$ cat src/rtl/ssd_pkg.sv
// Shared constants and types for the sample standard deviation unit.
// No dependencies; imported by the top, the divider and the checker.
`default_nettype none
package ssd_pkg;

    localparam int MAX_SAMPLES = 1024;
    localparam int ADDR_W      = $clog2(MAX_SAMPLES);
    localparam int CNT_W       = $clog2(MAX_SAMPLES + 1);
    localparam int SAMPLE_W    = 16;
    localparam int SUM_W       = SAMPLE_W + ADDR_W;
    localparam int DIFF_W      = SAMPLE_W + 2;
    localparam int PROD_W      = 2 * SAMPLE_W;
    // even width so the root search can step two bits at a time
    localparam int SQ_W        = 2 * ((PROD_W + ADDR_W + 1) / 2);
    localparam int DIV_CNT_W   = $clog2(SQ_W + 1);
    localparam int STD_W       = 16;
    localparam int STAT_W      = 2;

    localparam logic [STAT_W-1:0] ST_OK       = 2'd0;
    localparam logic [STAT_W-1:0] ST_TOO_FEW  = 2'd1;
    localparam logic [STAT_W-1:0] ST_CAPACITY = 2'd2;

    typedef struct packed {
        logic              start;
        logic [SQ_W-1:0]   dividend;
        logic [CNT_W-1:0]  divisor;
    } div_req_t;

endpackage
`default_nettype wire

$ cat src/rtl/ssd_div.sv
// Iterative restoring divider, one quotient bit per cycle.
// Depends on ssd_pkg (widths, div_req_t).
`default_nettype none
module ssd_div (
    input  wire logic                        clk,
    input  wire logic                        rst_n,
    input  wire ssd_pkg::div_req_t           req,
    output logic                             done,
    output logic [ssd_pkg::SQ_W-1:0]         quotient
);
    import ssd_pkg::*;

    logic                 busy_reg, busy_next;
    logic                 done_reg, done_next;
    logic [DIV_CNT_W-1:0] cnt_reg, cnt_next;
    logic [SQ_W-1:0]      q_reg, q_next;
    logic [CNT_W-1:0]     rem_reg, rem_next;
    logic [CNT_W-1:0]     dvs_reg, dvs_next;
    logic [CNT_W:0]       trial;

    always_comb
    begin
        busy_next = busy_reg;
        done_next = 1'b0;
        cnt_next  = cnt_reg;
        q_next    = q_reg;
        rem_next  = rem_reg;
        dvs_next  = dvs_reg;
        trial     = {rem_reg, q_reg[SQ_W-1]};
        if (req.start)
        begin
            busy_next = 1'b1;
            cnt_next  = DIV_CNT_W'(SQ_W);
            q_next    = req.dividend;
            rem_next  = '0;
            dvs_next  = req.divisor;
        end
        else if (busy_reg)
        begin
            if (trial >= {1'b0, dvs_reg})
            begin
                rem_next = CNT_W'(trial - {1'b0, dvs_reg});
                q_next   = {q_reg[SQ_W-2:0], 1'b1};
            end
            else
            begin
                rem_next = trial[CNT_W-1:0];
                q_next   = {q_reg[SQ_W-2:0], 1'b0};
            end
            cnt_next = cnt_reg - 1'b1;
            if (cnt_reg == DIV_CNT_W'(1))
            begin
                busy_next = 1'b0;
                done_next = 1'b1;
            end
        end
    end

    always_ff @(posedge clk or negedge rst_n)
    begin
        if (!rst_n)
        begin
            busy_reg <= 1'b0;
            done_reg <= 1'b0;
            cnt_reg  <= '0;
        end
        else
        begin
            busy_reg <= busy_next;
            done_reg <= done_next;
            cnt_reg  <= cnt_next;
        end
    end

    always_ff @(posedge clk)
    begin
        q_reg   <= q_next;
        rem_reg <= rem_next;
        dvs_reg <= dvs_next;
    end

    assign done     = done_reg;
    assign quotient = q_reg;

endmodule
`default_nettype wire

$ cat config.mk
export PLATFORM = sky130hd
export DESIGN_NAME = ssd_div
export DESIGN_NICKNAME = d
export VERILOG_FILES = /design/src/rtl/ssd_pkg.sv /design/src/rtl/ssd_div.sv
export SDC_FILE = /design/constraint.sdc
export NUM_CORES = 1
export LEC_CHECK = 0
export BUFFER_PORTS_ARGS = -buffer_cell sky130_fd_sc_hd__buf_2
export CORE_MARGIN = 3
export CORE_UTILIZATION = 45
export CTS_BUF_LIST = sky130_fd_sc_hd__clkbuf_8
export DETAILED_ROUTE_END_ITERATION = 10
export PLACE_DENSITY = 0.72
export SYNTH_ARGS = -nofsm -noshare
export SYNTH_HDL_FRONTEND = slang
export SYNTH_SLANG_ARGS = --single-unit
$ cat constraint.sdc
create_clock -name clk -period 1.9 [get_ports clk]
set_input_delay 0.19 -clock clk [delete_from_list [all_inputs] [get_ports clk]]
set_output_delay 0.19 -clock clk [all_outputs]
set_load 0.02 [all_outputs]
== Yosys cells after proc, flatten, opt, wreduce, memory -nomap -nowiden ==
Index checks and enable logic that the tools add are counted.
Word-level totals
  register bits: 72
  input bits: 56
  output and inout bits: 43
  word-level logic and storage cells: 23
Operators by class
  $add $sub $neg: 2
  magnitude comparators: 1
  equal/unequal tests: 1
  mux-type cells: 12
  reduce and logical (&&, ||, !) cells: 1
Operators by type and width (number)
  42-bit two-way mux: 2
  12-bit by 11-bit >= comparator with 1-bit output: 1
  6-bit two-way mux: 2
  11-bit two-way mux: 1
  11-bit subtractor: 1
  1-bit two-way mux: 7
  6-bit by 1-bit == test with 1-bit output (second input constant): 1
  6-bit by 1-bit subtractor with 6-bit output (second input constant): 1
  2-bit nonzero test: 1

== Logic depth before layout (Yosys ltp) ==
  word-level depth: 4
  gate-level depth with buffers: 9
  gate-level depth less buffers: 8

== Worst setup path after synthesis ==
No wires, ideal clock.
  path kind: reg-to-reg
  start point: reg q_reg[41] (netlist: quotient[41])
  end point: reg q_reg[0] (netlist: quotient[0]), data pin
  library setup time: 0.269 ns
  data arrival time: 1.936 ns
  data required time: 1.631 ns
  slack: -0.305 ns
  cell stages (with the launch flop): 10
  buffers on the path: 1
  clock period less this slack: 2.205 ns
  cell sequence: edfxtp_1 inv_1 ha_1 fa_1 nor2b_4 o31a_4 o211ai_4 and2_1 buf_2 mux2i_1
On the way
  longest elaborated chain between the ends: 4
RTL lines
  start: declaration: RTL line ssd_div.sv:16  | logic [SQ_W-1:0] q_reg, q_next;
  start signal: assignment: RTL line ssd_div.sv:77  | q_reg <= q_next;
  12-bit by 11-bit >= comparator with 1-bit output: RTL line ssd_div.sv:40  | if (trial >= {1'b0, dvs_reg})
  1-bit two-way mux: RTL line ssd_div.sv:40
  42-bit two-way mux: RTL line ssd_div.sv:38  | else if (busy_reg)
  42-bit two-way mux: RTL line ssd_div.sv:30  | if (req.start)
  via q_next[0]: RTL line ssd_div.sv:16
The timed path passes the listed nets, and every way through them passes these cells. The select of a mux whose other input is x is not followed.
A chain may end at the register's enable or synchronous reset.

== Worst setup path after layout ==
  start point: reg q_reg[41] (netlist: quotient[41])
  end point: reg rem_reg[0]
On the way
  longest elaborated chain between the ends: 2
  elaborated cells on any way between the ends: 3
  those cells by class: add/sub: 1; order compare: 1; mux: 1
RTL lines
  11-bit subtractor or 12-bit by 11-bit >= comparator with 1-bit output (tied branches): RTL line ssd_div.sv:42, ssd_div.sv:40
  11-bit two-way mux *: RTL line ssd_div.sv:40
  end signal: assignment: RTL line ssd_div.sv:78  | rem_reg <= rem_next;
  end: declaration: RTL line ssd_div.sv:17  | logic [CNT_W-1:0] rem_reg, rem_next;
Every way passes the cells marked *; elsewhere a longest branch is shown, timed or not.

==> reports/results.ini <==
[run_status]
outcome = finished, violations left
violations = setup timing

[placement]
place.gp.congestion = 0.853
place_area_um2 = 4600
place_ws_ns = -0.167
dp.cells = 524
port_buffers = 98
hpwl_um = 6320

[finish]
layout.cells.non_filler = 547
layout-drive-gt1-share = 0.492
final_nets = 510
postLayoutCellArea_um2 = 4980
final_cell_mix = buf_2 (98), edfxtp_1 (53), mux2_2 (41), buf_4 (32), nor2_1 (27)
largest_reg_flops = 42
antenna_cells = 0
area_delta_synth_final_pct = 31.4
final_common_cell = buf_2
final_core_utilization = 0.628

[clock_tree]
cts_max_path_buffers = 2
cts_buffers = 9
root_buffer = clkbuf_8
cts_tree = done
insertion_delay_ns = 0.35
cts_htree_levels = 3
clkSinkCount = 72
clk_pin_slew_ns = 0.08

[setup_path]
cp_slowest_stage_delay_ns = 0.40
startpoint_type = flip-flop
crit_required_ns = 2.15
crit_fanout = 6
crit_family = compound AO/OA/AOI/OAI gates
reg2reg_depth = 9
slowest_stage = edfxtp_1
r2r_slack_ns = -0.13
worst-path-buf-inv = 2
cp-end-kind = flip-flop
critical_path_class = flip-flop to flip-flop
crit_arrival_ns = 2.27
reg2reg_to = rem_reg[0]
r2r-start = quotient[41]
crit_chain = inv_1, ha_2, fa_2, nor2b_4, o31a_4, o211ai_4, buf_6, nand3_2, a311oi_2

[die]
core_area_um2 = 7930
initial_utilization = 0.478
fp-row-count = 32
ios = 99
die_h_um = 97.7
die_x_um = 97.7
die-area_um2 = 9550

[synth]
synth_cells = 306
synth_top_area_share = 0.420
ys_types = 60
async_flop_share = 0.111
synthFlopType = edfxtp_1
post_synth.cell_area_avg_um2 = 12.4
yosys_warnings = 0
synth_area_leader_cell = edfxtp_1
ys_seq_area_frac = 0.531
synth_edf_count = 53
synth_nets = 376
synthesis.area_um2 = 3790
ys_top_cells_by_area = edfxtp_1 (42%), mux2_2 (12%), dfxtp_1 (5.8%)
yosys_register_bits = 72

[global_routing]
grt_max_degree = 43
first_global_vias = 2965
grt_overflow = 0
grt_antenna_before_repair = 0
grt_pass1_wl_um = 14200
track_usage = 0.184

[timing]
worst_slack_ns = -0.125
skew_ns = 0.0138
drv_slew = 0
finalSetupViolations = 9
max_freq_mhz = 494
finalCritPeriodShare = 1.07
rsz0062_at_grt = true
layout_min_cycle_time_ns = 2.03
slew_headroom = 0.617
setup_tns_ns = -0.610
hold_viol_final = 0
tightest_slew_ns = 0.568

[drt]
drc = 0
first_iter_violations = 203
routed_wl_um = 8710
vias_per_cell = 5.29
drtAntennaViolNets = 0
wl_per_cell_um = 15.9
drt-pass1-iter-count = 4
dr_total_vias = 2895

[worst_hold_path]
hp-start = req[5]
holdPathEnd = dvs_reg[5]
worst_hold_path_type = primary input to flip-flop
holdPathStages = 1

[pwr]
power_per_cell_area_nw_per_um2 = 1200
irDropWorstVdd_v = 0.000615
p_leak_nw = 2.17

[job]
maxCapViolCount = 0

[synthesized netlist by cell type (4+ instances only)]
master and instances:
a21oi_1 8, a31oi_1 4, buf_1 5, clkbuf_1 6
dfrtp_1 8, dfxtp_1 11, edfxtp_1 53, ha_1 13
inv_1 18, mux2_2 41, nand2_1 15, nand2b_1 4
nor2_1 27, nor2b_1 7, nor3_1 4, nor3b_1 4
o21a_1 5, o21ai_0 8, xnor2_1 4
[logic make-up after synthesis]
kind of cell | Yosys count | share of synthesized area
DFF | 72 | 0.531
xor gates and xnor gates | 6 | 0.0139
AOI/OAI and AO/OA | 52 | 0.111
buffers and inverters | 33 | 0.0390
and+or+nand+nor | 86 | 0.129
muxes | 43 | 0.127
adders and majority gates | 14 | 0.0482
[power breakdown]
part           total [mW]  switching, mW  internal (mW)
combinational        2.65           1.32           1.33
clock                1.17          0.578          0.595
sequential           2.16          0.199           1.96
[stage by stage]
step                      total power, mW  hold slack (ns)
after floorplan                      3.72           -0.106
after global placement               4.49           0.0374
after detailed placement             4.53           0.0406
after CTS                            5.78          0.00183
after global routing                 6.37          0.00120
final                                5.98           0.0149
[worst max-delay path by stage]
| stage | startpoint | end | cells after the start |
|---|---|---|---|
| after floorplan | quotient[41] | quotient[0] | 9 |
| after global placement | quotient[41] | quotient[0] | 8 |
| after detailed placement | quotient[41] | quotient[0] | 8 |
| after CTS | quotient[41] | rem_reg[2] | 9 |
| after global routing | quotient[41] | rem_reg[2] | 9 |
| final | quotient[41] | rem_reg[0] | 9 |
[timing repair]
action                                 CTS  global route
setup endpoints to repair               12            12
hold buffers                             1             2
endpoints found under the hold margin    8             2
pin swaps                                8             8
gates resized for setup                 11            13
setup buffers                            2             2
[worst register-to-register path: cells and delay by family (launching register included)]
family,cells,cell delay (ns)
DFF,1,0.40
buffers and inverters,2,0.23
AOI/OAI and AO/OA,3,0.76
adders and majority gates,2,0.41
and+or+nand+nor,2,0.13
[layout make-up]
class / instances / area [um2]
fillers: 632 / 2950
flip-flops and latches: 72 / 2010
multi-input cells: 201 / 1740
repair buffers: 138 / 835
well taps: 102 / 128
clock buffers: 9 / 124
inverters: 18 / 71.3
clock inverters: 7 / 63.8
[routing by layer]
layer / track usage / share of wire / vias to the layer above
li1: - / - / 1406
met1: 0.247 / 0.45 / 1372
met2: 0.289 / 0.46 / 107
met3: 0.0603 / 0.076 / 10
met4: 0.0479 / 0.012 / 0
met5: 0 / 0 / -
(Power assumes the default switching activity.)
